<file path="config.mk">
export PLATFORM = sky130hd
export DESIGN_NAME = urlencoded_pair_parser_top
export DESIGN_NICKNAME = d
export VERILOG_FILES = /design/src/rtl/urlp_pkg.sv /design/src/rtl/urlp_core.sv /design/src/rtl/urlp_fifo.sv /design/src/rtl/urlencoded_pair_parser_top.sv
export VERILOG_INCLUDE_DIRS = /design/src /design/src/rtl
export SDC_FILE = /design/constraint.sdc
export NUM_CORES = 1
export LEC_CHECK = 0
export BUFFER_PORTS_ARGS = -buffer_cell sky130_fd_sc_hd__buf_2
export CAP_MARGIN = 5
export CELL_PAD_IN_SITES_DETAIL_PLACEMENT = 1
export CELL_PAD_IN_SITES_GLOBAL_PLACEMENT = 1
export CORE_MARGIN = 2
export CORE_UTILIZATION = 46
export CTS_CLUSTER_SIZE = 30
export DETAILED_ROUTE_END_ITERATION = 6
export GPL_TIMING_DRIVEN = 0
export PLACE_DENSITY = 0.83
export SLEW_MARGIN = 5
export SYNTH_ARGS = -nofsm -noshare
export SYNTH_HDL_FRONTEND = slang
export SYNTH_SLANG_ARGS = --single-unit
</file>
<file path="constraint.sdc">
create_clock -name clock -period 6.55 [get_ports clock]
set_input_delay 0.9825 -clock clock [delete_from_list [all_inputs] [get_ports clock]]
set_output_delay 0.9825 -clock clock [all_outputs]
set_load 0.03 [all_outputs]
</file>
<file path="src/rtl/urlencoded_pair_parser_top_assert.svh">
// Assertion macros shared by the form string parser modules.
`ifndef URLENCODED_PAIR_PARSER_TOP_ASSERT_SVH
`define URLENCODED_PAIR_PARSER_TOP_ASSERT_SVH

`ifndef SYNTH

// Same-cycle implication, checked at every rising clock edge out of reset.
`define URLP_ASSERT_IMPLY(label, clk, rst, ante, cons) \
   label: assert property (@(posedge clk) disable iff (rst) (ante) |-> (cons)) \
      else $error("%m: implication check failed");

// Next-cycle implication, checked at every rising clock edge out of reset.
`define URLP_ASSERT_NEXT(label, clk, rst, ante, cons) \
   label: assert property (@(posedge clk) disable iff (rst) (ante) |=> (cons)) \
      else $error("%m: next-cycle check failed");

`else

`define URLP_ASSERT_IMPLY(label, clk, rst, ante, cons)
`define URLP_ASSERT_NEXT(label, clk, rst, ante, cons)

`endif

`endif

</file>
<file path="src/rtl/urlp_pkg.sv">
// Types, character constants and the escape decoder of the form string parser.
`timescale 1ns / 1ps

package urlp_pkg;

   // Most results one input word can cause: byte or abort, verdict, stream end.
   localparam int MAX_RESULTS = 3;

   // Characters with a meaning in the encoded string.
   localparam logic [7:0] CH_PERCENT = 8'h25;
   localparam logic [7:0] CH_PLUS    = 8'h2B;
   localparam logic [7:0] CH_EQUAL   = 8'h3D;
   localparam logic [7:0] CH_SEMI    = 8'h3B;
   localparam logic [7:0] CH_AMP     = 8'h26;
   localparam logic [7:0] CH_SPACE   = 8'h20;
   localparam logic [7:0] CH_ZERO    = 8'h30;
   localparam logic [7:0] CH_NINE    = 8'h39;
   localparam logic [7:0] CH_LOWER_A = 8'h61;
   localparam logic [7:0] CH_LOWER_F = 8'h66;
   localparam logic [7:0] CH_UPPER_A = 8'h41;
   localparam logic [7:0] CH_UPPER_F = 8'h46;

   typedef enum logic [2:0] {
      KIND_KEY    = 3'd0,
      KIND_VAL    = 3'd1,
      KIND_COMMIT = 3'd2,
      KIND_DROP   = 3'd3,
      KIND_ABORT  = 3'd4,
      KIND_END    = 3'd5
   } kind_type;

   typedef enum logic [1:0] {
      PH_SKIP  = 2'd0,
      PH_KEY   = 2'd1,
      PH_VALUE = 2'd2
   } phase_type;

   typedef enum logic [1:0] {
      HEX_IDLE   = 2'd0,
      HEX_FIRST  = 2'd1,
      HEX_SECOND = 2'd2
   } hex_type;

   typedef enum logic [1:0] {
      DEC_NONE  = 2'd0,
      DEC_BYTE  = 2'd1,
      DEC_ERROR = 2'd2
   } outcome_type;

   // One result word as it travels to the output queue.
   typedef struct packed {
      kind_type   kind;
      logic [7:0] data;
      logic [1:0] cls;
      logic       run_last;
   } result_type;

   // The results of one input word, written to the queue together.
   typedef struct packed {
      logic [1:0]                   count;
      result_type [MAX_RESULTS-1:0] entry;
   } push_type;

   // Outcome of feeding one character through the escape decoder.
   typedef struct packed {
      outcome_type outcome;
      logic [7:0]  data;
      hex_type     step;
      logic [3:0]  high;
   } decode_type;

   // Hex digit value with a valid flag in the top bit.
   function automatic logic [4:0] hex_nibble(input logic [7:0] c);
      logic [4:0] v;
      v = 5'd0;
      if (c >= CH_ZERO && c <= CH_NINE) begin
         v = {1'b1, c[3:0]};
      end else if ((c >= CH_LOWER_A && c <= CH_LOWER_F) ||
                   (c >= CH_UPPER_A && c <= CH_UPPER_F)) begin
         v = {1'b1, c[3:0] + 4'd9};
      end
      return v;
   endfunction

   // Percent and plus decoding of one character given the escape state.
   function automatic decode_type decode_char(input logic [7:0] c, input hex_type step,
                                              input logic [3:0] high);
      decode_type d;
      logic [4:0] nib;
      d.outcome = DEC_NONE;
      d.data    = 8'd0;
      d.step    = step;
      d.high    = high;
      nib       = hex_nibble(c);
      if (step == HEX_IDLE) begin
         if (c == CH_PERCENT) begin
            d.step = HEX_FIRST;
         end else begin
            d.outcome = DEC_BYTE;
            d.data    = (c == CH_PLUS) ? CH_SPACE : c;
         end
      end else if (!nib[4]) begin
         d.outcome = DEC_ERROR;
         d.step    = HEX_IDLE;
         d.high    = 4'd0;
      end else if (step == HEX_FIRST) begin
         d.step = HEX_SECOND;
         d.high = nib[3:0];
      end else begin
         // An escaped zero byte is rejected like a bad digit.
         d.data    = {high, nib[3:0]};
         d.step    = HEX_IDLE;
         d.high    = 4'd0;
         d.outcome = (d.data == 8'd0) ? DEC_ERROR : DEC_BYTE;
      end
      return d;
   endfunction

endpackage

</file>
<file path="src/rtl/urlp_core.sv">
// Input register, parse state and the per-word step logic of the form string parser.
`timescale 1ns / 1ps

module urlp_core (
   input  logic              clock,
   input  logic              reset,
   input  logic              req_tvalid,
   output logic              req_tready,
   input  logic [7:0]        req_tdata,   // in_byte [7:0]
   input  logic              req_tlast,   // last
   input  logic [1:0]        source_class,
   input  logic              room,
   output urlp_pkg::push_type push_out
);

   import urlp_pkg::*;

   `include "urlencoded_pair_parser_top_assert.svh"

   logic       in_valid_ff, in_valid_in;
   logic [7:0] in_byte_ff;
   logic       in_last_ff;

   phase_type  phase_ff, phase_in;
   logic       key_seen_ff, key_seen_in;
   hex_type    hex_step_ff, hex_step_in;
   logic [3:0] hex_high_ff, hex_high_in;
   logic       error_ff, error_in;
   logic       aborted_ff, aborted_in;

   logic       advance;
   logic       delim;
   logic       is_equal;
   logic       key_byte;
   logic       value_byte;
   logic       char_abort;
   decode_type dec;
   logic [1:0] res_n;
   kind_type   res_kind [MAX_RESULTS];
   logic [7:0] res_data [MAX_RESULTS];

   // The held word moves on when the queue can take all of its results.
   assign advance     = in_valid_ff && room;
   assign req_tready  = !in_valid_ff || advance;
   assign delim       = (in_byte_ff == CH_SEMI) || (in_byte_ff == CH_AMP);
   assign is_equal    = (in_byte_ff == CH_EQUAL);
   assign in_valid_in = (req_tvalid && req_tready) ? 1'b1 : (advance ? 1'b0 : in_valid_ff);

   // Input register.
   always_ff @(posedge clock) begin
      if (reset) begin
         in_valid_ff <= 1'b0;
      end else begin
         in_valid_ff <= in_valid_in;
      end
      if (req_tvalid && req_tready) begin
         in_byte_ff <= req_tdata;
         in_last_ff <= req_tlast;
      end
   end

   // Parse state.
   always_ff @(posedge clock) begin
      if (reset) begin
         phase_ff    <= PH_SKIP;
         key_seen_ff <= 1'b0;
         hex_step_ff <= HEX_IDLE;
         hex_high_ff <= 4'd0;
         error_ff    <= 1'b0;
         aborted_ff  <= 1'b0;
      end else begin
         phase_ff    <= phase_in;
         key_seen_ff <= key_seen_in;
         hex_step_ff <= hex_step_in;
         hex_high_ff <= hex_high_in;
         error_ff    <= error_in;
         aborted_ff  <= aborted_in;
      end
   end

   // One step: the character itself, then the segment verdict, then the stream end.
   always_comb begin
      phase_in    = phase_ff;
      key_seen_in = key_seen_ff;
      hex_step_in = hex_step_ff;
      hex_high_in = hex_high_ff;
      error_in    = error_ff;
      aborted_in  = aborted_ff;
      key_byte    = 1'b0;
      value_byte  = 1'b0;
      char_abort  = 1'b0;
      res_n       = 2'd0;
      for (int i = 0; i < MAX_RESULTS; i++) begin
         res_kind[i] = KIND_KEY;
         res_data[i] = 8'd0;
      end
      dec = decode_char(in_byte_ff, hex_step_ff, hex_high_ff);

      if (advance) begin
         if (!aborted_ff) begin
            // Ordinary characters, by phase of the segment.
            if (!delim) begin
               case (phase_ff)
                  PH_SKIP: begin
                     if (is_equal) begin
                        phase_in    = PH_VALUE;
                        key_seen_in = 1'b0;
                     end else if (in_byte_ff != CH_SPACE) begin
                        phase_in    = PH_KEY;
                        key_seen_in = 1'b1;
                        key_byte    = 1'b1;
                     end
                  end
                  PH_KEY: begin
                     if (is_equal) begin
                        if (error_ff || hex_step_ff != HEX_IDLE) begin
                           char_abort = 1'b1;
                        end else begin
                           phase_in = PH_VALUE;
                        end
                     end else begin
                        key_byte = 1'b1;
                     end
                  end
                  default: begin
                     value_byte = key_seen_ff;
                  end
               endcase

               // A bad escape in the key silences the rest of the key; an equals sign after it aborts.
               if (key_byte && !error_ff) begin
                  hex_step_in = dec.step;
                  hex_high_in = dec.high;
                  if (dec.outcome == DEC_ERROR) begin
                     error_in = 1'b1;
                  end else if (dec.outcome == DEC_BYTE) begin
                     res_kind[res_n] = KIND_KEY;
                     res_data[res_n] = dec.data;
                     res_n           = res_n + 2'd1;
                  end
               end

               // A bad escape in the value aborts at once.
               if (value_byte) begin
                  hex_step_in = dec.step;
                  hex_high_in = dec.high;
                  if (dec.outcome == DEC_ERROR) begin
                     char_abort = 1'b1;
                  end else if (dec.outcome == DEC_BYTE) begin
                     res_kind[res_n] = KIND_VAL;
                     res_data[res_n] = dec.data;
                     res_n           = res_n + 2'd1;
                  end
               end

               if (char_abort) begin
                  res_kind[res_n] = KIND_ABORT;
                  res_n           = res_n + 2'd1;
                  aborted_in      = 1'b1;
                  phase_in        = PH_SKIP;
                  key_seen_in     = 1'b0;
                  hex_step_in     = HEX_IDLE;
                  hex_high_in     = 4'd0;
                  error_in        = 1'b0;
               end
            end

            // Segment verdict at a delimiter, or at the final word if the stream has not aborted.
            if (delim || (in_last_ff && !aborted_in)) begin
               if (phase_in == PH_VALUE && key_seen_in) begin
                  if (hex_step_in != HEX_IDLE) begin
                     res_kind[res_n] = KIND_ABORT;
                     aborted_in      = 1'b1;
                  end else begin
                     res_kind[res_n] = KIND_COMMIT;
                  end
               end else begin
                  res_kind[res_n] = KIND_DROP;
               end
               res_n       = res_n + 2'd1;
               phase_in    = PH_SKIP;
               key_seen_in = 1'b0;
               hex_step_in = HEX_IDLE;
               hex_high_in = 4'd0;
               error_in    = 1'b0;
            end
         end

         // The final word ends the stream and returns to the reset state.
         if (in_last_ff) begin
            res_kind[res_n] = KIND_END;
            res_n           = res_n + 2'd1;
            phase_in        = PH_SKIP;
            key_seen_in     = 1'b0;
            hex_step_in     = HEX_IDLE;
            hex_high_in     = 4'd0;
            error_in        = 1'b0;
            aborted_in      = 1'b0;
         end
      end
   end

   // Pack the results, tagging commits with the class and the final one with run_last.
   always_comb begin
      push_out.count = res_n;
      for (int i = 0; i < MAX_RESULTS; i++) begin
         push_out.entry[i].kind     = res_kind[i];
         push_out.entry[i].data     = res_data[i];
         push_out.entry[i].cls      = (res_kind[i] == KIND_COMMIT) ? source_class : 2'd0;
         push_out.entry[i].run_last = ((2'(i) + 2'd1) == res_n);
      end
   end

   // Results only appear for a word that moves on.
   `URLP_ASSERT_IMPLY(a_push_on_advance, clock, reset, push_out.count != 2'd0, advance)

   // The final word always ends its run with a stream end.
   `URLP_ASSERT_IMPLY(a_last_ends_stream, clock, reset, advance && in_last_ff,
      push_out.count != 2'd0 && push_out.entry[push_out.count - 2'd1].kind == KIND_END)

   // After the final word the parser is back in its reset state.
   `URLP_ASSERT_NEXT(a_last_clears_state, clock, reset, advance && in_last_ff,
      phase_ff == PH_SKIP && !aborted_ff && hex_step_ff == HEX_IDLE && !error_ff)

endmodule

</file>
<file path="src/rtl/urlp_fifo.sv">
// Result queue that takes up to three words a cycle and hands out one when the reader is ready.
`timescale 1ns / 1ps

module urlp_fifo #(
   parameter int DEPTH = 8
) (
   input  logic                 clock,
   input  logic                 reset,
   input  urlp_pkg::push_type   push_in,
   output logic                 room,
   output logic                 rsp_valid,
   input  logic                 rsp_ready,
   output urlp_pkg::result_type head
);

   import urlp_pkg::*;

   `include "urlencoded_pair_parser_top_assert.svh"

   localparam int PTR_W = $clog2(DEPTH);
   localparam int CNT_W = $clog2(DEPTH + 1);

   result_type       mem [DEPTH];
   logic [PTR_W-1:0] head_ff, head_in;
   logic [PTR_W-1:0] tail_ff, tail_in;
   logic [CNT_W-1:0] count_ff, count_in;
   logic [PTR_W-1:0] slot [MAX_RESULTS + 1];
   logic [PTR_W:0]   sum;
   logic [PTR_W:0]   head_sum;
   logic             pop;

   assign room      = (count_ff <= CNT_W'(DEPTH - MAX_RESULTS));
   assign rsp_valid = (count_ff != '0);
   assign pop       = rsp_valid && rsp_ready;
   assign head      = mem[head_ff];

   // Write slots from the tail, wrapping at the depth; the slot after the last result is the new tail.
   always_comb begin
      for (int i = 0; i <= MAX_RESULTS; i++) begin
         sum = {1'b0, tail_ff} + (PTR_W + 1)'(i);
         if (sum >= (PTR_W + 1)'(DEPTH)) begin
            sum = sum - (PTR_W + 1)'(DEPTH);
         end
         slot[i] = sum[PTR_W-1:0];
      end
      tail_in = slot[0];
      for (int i = 1; i <= MAX_RESULTS; i++) begin
         if (2'(i) == push_in.count) begin
            tail_in = slot[i];
         end
      end
   end

   // Head advance and occupancy.
   always_comb begin
      head_sum = {1'b0, head_ff} + (PTR_W + 1)'(1);
      if (head_sum >= (PTR_W + 1)'(DEPTH)) begin
         head_sum = head_sum - (PTR_W + 1)'(DEPTH);
      end
      head_in  = pop ? head_sum[PTR_W-1:0] : head_ff;
      count_in = count_ff + CNT_W'(push_in.count) - CNT_W'(pop);
   end

   always_ff @(posedge clock) begin
      if (reset) begin
         head_ff  <= '0;
         tail_ff  <= '0;
         count_ff <= '0;
      end else begin
         head_ff  <= head_in;
         tail_ff  <= tail_in;
         count_ff <= count_in;
      end
   end

   // Storage writes, one slot per result.
   always_ff @(posedge clock) begin
      for (int i = 0; i < MAX_RESULTS; i++) begin
         if (2'(i) < push_in.count) begin
            mem[slot[i]] <= push_in.entry[i];
         end
      end
   end

   // Occupancy never passes the depth.
   `URLP_ASSERT_IMPLY(a_count_bound, clock, reset, 1'b1, count_ff <= CNT_W'(DEPTH))

   // A push never overruns the free slots.
   `URLP_ASSERT_IMPLY(a_no_overrun, clock, reset, push_in.count != 2'd0,
      (int'(count_ff) + int'(push_in.count)) <= (DEPTH + int'(pop)))

   // A word that waits at the output stays offered and unchanged.
   `URLP_ASSERT_NEXT(a_head_held, clock, reset, rsp_valid && !rsp_ready,
      rsp_valid && $stable(head))

endmodule

</file>
<file path="src/rtl/urlencoded_pair_parser_top.sv">
// Top level of the streaming form and cookie string parser.
`timescale 1ns / 1ps
// Flow: a word is taken into the input register and parsed there; when the result queue
// has room, its results are written into the queue, which offers them on the output.
// Throughput: one input word per cycle while the result queue has room; results are
// handed out one at a time as rsp_tready takes them, buffered by RESULT_DEPTH slots.
// Reset is synchronous and active high: it clears the parse state, empties the
// result queue and sets source_class to 0.

module urlencoded_pair_parser_top #(
   parameter int RESULT_DEPTH = 8
) (
   input  logic        clock,
   input  logic        reset,
   input  logic        req_tvalid,
   output logic        req_tready,
   input  logic [7:0]  req_tdata,    // in_byte [7:0]
   input  logic        req_tlast,    // last
   output logic        rsp_tvalid,
   input  logic        rsp_tready,
   output logic [15:0] rsp_tdata,    // data_byte [7:0], pair_class [9:8], zero [15:10]
   output logic [2:0]  rsp_tuser,    // result_kind [2:0]
   output logic        rsp_tlast,    // run_last
   input  logic        csr_wr_en,
   input  logic [1:0]  csr_wr_data   // source_class
);

   import urlp_pkg::*;

   logic [1:0] source_class_ff;
   logic       room;
   push_type   push;
   result_type head;

   // Source class register.
   always_ff @(posedge clock) begin
      if (reset) begin
         source_class_ff <= 2'd0;
      end else if (csr_wr_en) begin
         source_class_ff <= csr_wr_data;
      end
   end

   urlp_core u_core (
      .clock        (clock),
      .reset        (reset),
      .req_tvalid   (req_tvalid),
      .req_tready   (req_tready),
      .req_tdata    (req_tdata),
      .req_tlast    (req_tlast),
      .source_class (source_class_ff),
      .room         (room),
      .push_out     (push)
   );

   urlp_fifo #(
      .DEPTH (RESULT_DEPTH)
   ) u_fifo (
      .clock     (clock),
      .reset     (reset),
      .push_in   (push),
      .room      (room),
      .rsp_valid (rsp_tvalid),
      .rsp_ready (rsp_tready),
      .head      (head)
   );

   // Output word packing.
   assign rsp_tdata = {6'd0, head.cls, head.data};
   assign rsp_tuser = head.kind;
   assign rsp_tlast = head.run_last;

endmodule
</file>
==> qor.yml <==
status:
  run_status: "complete, no violations"
yosys:
  yosys-top-cells-area: "edfxtp_1 42%, mux4_2 7.2%, dfxtp_1 6.2%"
  synth.distinct_cells: 95
  synth_top_area_share_pct: 41.6
  synth_edf_count: 121
  ys_seq_area_share_pct: 47.8
  ys_warn_count: 0
  synthArstFlopShare_pct: 0
  synth_area_leader_cell: "edfxtp_1"
  synth_area_um2: 8720
  synth_cells: 788
  syn_avg_cell_area_um2: 11.1
  synth_flop_cell: "edfxtp_1"
  ys_ff_latch: 148
detailed_routing:
  vias_per_cell: 6.47
  drt_iter0_markers: 652
  ant_nets: 0
  num_vias: 7204
  drt_wl_total_mm: 28.9
  wl_met3_mm: 2.27
  drc: 0
  dr.pass1.iters: 5
  wl_per_cell_um: 25.9
  wl_met1_mm: 11.3
  highest_layer: "met4"
  met2_length_mm: 14.3
worst_setup_path:
  cp_data_required_time_ns: 6.65
  path_max_fanout: 11
  crit_path_max_incr_delay_ns: 0.46
  r2r_slack_ns: 0.24
  setup.worst_path.class: "register to register"
  crit_top_cell: "ha_1"
  cp_slowest_cell: "edfxtp_1"
  cp-end-kind: "register"
  path_delay_family: "compound AO/OA/AOI/OAI gates"
  critPathArrivalTime_ns: 6.42
  startpoint_type: "register"
  path_buf_inv: 5
placed_design:
  gp_congestion: 0.930
  placed_area_um2: 9240
  dp_hpwl_mm: 19.6
  io_buffers: 30
  place_inst: 1060
global_route:
  grt_overflow: 0
  first_global_vias: 7532
  grt_max_degree: 17
  grt_pass1_wl_mm: 44.4
  antenna_found_initial: 0
  gr-usage-all-layers_pct: 29.8
pwr:
  p_total_mw: 3.03
  comb_power_share_pct: 30.0
  intPower_mw: 1.99
  power_frac_seq_pct: 37.8
  p_sw_mw: 1.04
  p_leak_nw: 3.82
  peakVddDrop_mv: 0.195
  clkPwrFrac_pct: 32.2
  powerDensity_nw_per_um2: 297
  swShare_pct: 34.3
finish:
  layout.cells.non_filler: 1114
  drive_gt1_share_pct: 25.3
  final_area_um2: 10200
  nFillCells: 2015
  area_growth_pct: 17.2
  antennaDiodeCount: 0
  layout.nets: 913
clock_network:
  cts_tree: "done"
  cts.sinks: 148
  cts-root-buf: "clkbuf_16"
  clk_pin_slew_ns: 0.07
  htreeDepth: 4
  clkLatencyLatePin_ns: 0.45
  hold_buffers: 0
  cts_made_buffers: 17
  cts_buffer_depth: 2
timing:
  whs_ns: 0.501
  worstMarginPinSlew_ns: 1.19
  setup_tns_ns: 0
  max_freq_mhz: 158
  setup_viol_count_final: 0
  finalCritPeriodShare_pct: 96.4
  slew_viol_final: 0
  finalCriticalPeriod_ns: 6.31
  skew_ns: 0.0125
  hold_violations: 0
  slew_headroom_pct: 20.4
job:
  drv_cap: 0
worst_hold_path:
  hold_path_class: "register to register"
die:
  std_cell_rows: 50
  die_h_um: 142
  initial_core_util_pct: 46.8
  die_area_um2: 20100
  boundaryPins: 38
  core_um2: 18600
  dieWidth_um: 142
-- layout make-up --
cell class                      instances  area [µm²]  area share (%)
Buffer                                 44         269            2.63
Clock buffer                           17         425            4.16
Clock inverter                         15         146            1.43
Inverter                               33         124            1.21
Multi-Input combinational cell        569        4390            43.0
Sequential cell                       148        4170            40.8
Tap cell                              234         293            2.86
Timing Repair Buffer                   54         400            3.92
-- cells in the final DEF, fill, tap and decap left out, types with 11 or more instances in the layout --
cell       Yosys  layout
buf_2         10      37
nor2b_1       12      11
nand3_1       28      27
inv_1         30      28
buf_4         11      29
o21ai_0       18      15
clkbuf_1      16      14
dfxtp_1       27      27
mux2_2        18      18
clkbuf_16      0      18
nand2_1       75      75
o221ai_1      26      26
nor2_1       119     117
a21oi_1       21      21
ha_1          29      26
mux4_2        28      28
edfxtp_1     121     121
-- metal layers --
| layer | GRT usage, % | vias up |
|---|---|---|
| li1 | - | 3158 |
| met1 | 37.5 | 3592 |
| met2 | 50.6 | 374 |
| met3 | 5.67 | 80 |
| met4 | 12.3 | 0 |
| met5 | 0 | - |
-- flip-flops by register name, summed over array words and instances, names as in the netlist, named ones only --
signal and flops:
u_core.error_ff 1, u_core.phase_ff 2, source_class_ff 2, u_fifo.tail_ff 3
u_fifo.mem 112, u_fifo.count_ff 4, u_core.hex_high_ff 4, u_core.in_valid_ff 1
u_fifo.head_ff 3, u_core.in_last_ff 1, u_core.in_byte_ff 8, u_core.key_seen_ff 1
u_core.aborted_ff 1, u_core.hex_step_ff 2
-- per-stage QoR --
| step | setup WS (ns) | util (%) |
|---|---|---|
| 2_1_floorplan | 0.245 | - |
| 3_3_place_gp | -1.33 | 49.3 |
| 3_5_place_dp | -1.09 | 49.6 |
| 4_1_cts | 0.0376 | 54.2 |
| 5_1_grt | -0.0564 | 54.9 |
| 6_report | 0.237 | 54.9 |
-- kinds of logic (layout without fill, tap and decap cells) --
logic type      count (synthesis)  after routing  synth area share [%]
compound gates                164            166                  15.3
xor+xnor                        8              8                 0.803
fa+ha+maj                      30             30                  4.39
buf+inv                        78            163                  4.32
flops                         148            148                  47.8
mux                            51             51                  10.1
other cells                     1              6                0.0430
simple gates                  308            308                  17.2
-- power groups by stage --
stage,Clock [mW],Sequential [mW],Combinational [mW]
4_1_cts,0.981,1.14,0.898
2_1_floorplan,0,1.15,0.621
3_3_place_gp,0,1.16,0.816
3_5_place_dp,0,1.17,0.854
6_report,0.976,1.15,0.910
5_1_grt,1.01,1.15,0.985
-- worst reg2reg max path, delay by kind of cell, from the launching register on --
| kind | cells | cell delay (ns) |
|---|---|---|
| simple gates | 8 | 1.34 |
| mux | 1 | 0.18 |
| fa+ha+maj | 5 | 1.31 |
| buf+inv | 5 | 0.79 |
| flops | 1 | 0.46 |
| compound gates | 9 | 1.88 |
-- cells in the mapped netlist (all sizes together), types with 5 or more instances --
cell	n
edfxtp	121
nor2	121
nand2	77
inv	33
nand3	31
buf	29
ha	29
mux4	28
o221ai	28
dfxtp	27
o21ai	27
a21oi	22
mux2	18
clkbuf	16
nor2b	12
and3	9
a22o	8
a22oi	8
a31oi	8
and2	8
nand2b	8
nand4	8
o21bai	7
a221oi	6
nor4	6
o211ai	6
mux2i	5
nor3	5
o31ai	5
or2	5
-- worst paths after layout --
check                                     startpoint                end  depth (start not counted)
worst max-delay path            u_core.in_byte_ff[1]   u_fifo.mem[5][4]                         28
worst min-delay path               u_fifo.head_ff[1]  u_fifo.head_ff[1]                          2
worst max register to register  u_core.in_byte_ff[1]   u_fifo.mem[5][4]                         28
worst min register to register     u_fifo.head_ff[1]  u_fifo.head_ff[1]                          2
-- timing repair --
action | 4_1_cts | 5_1_grt
cloned | 2 | 1
setup endpoints to repair | 219 | 177
gates resized for setup | 31 | 6
pin swaps | 3 | 6
buffers inserted | 13 | 7
Power figures use the tool's default switching activity.
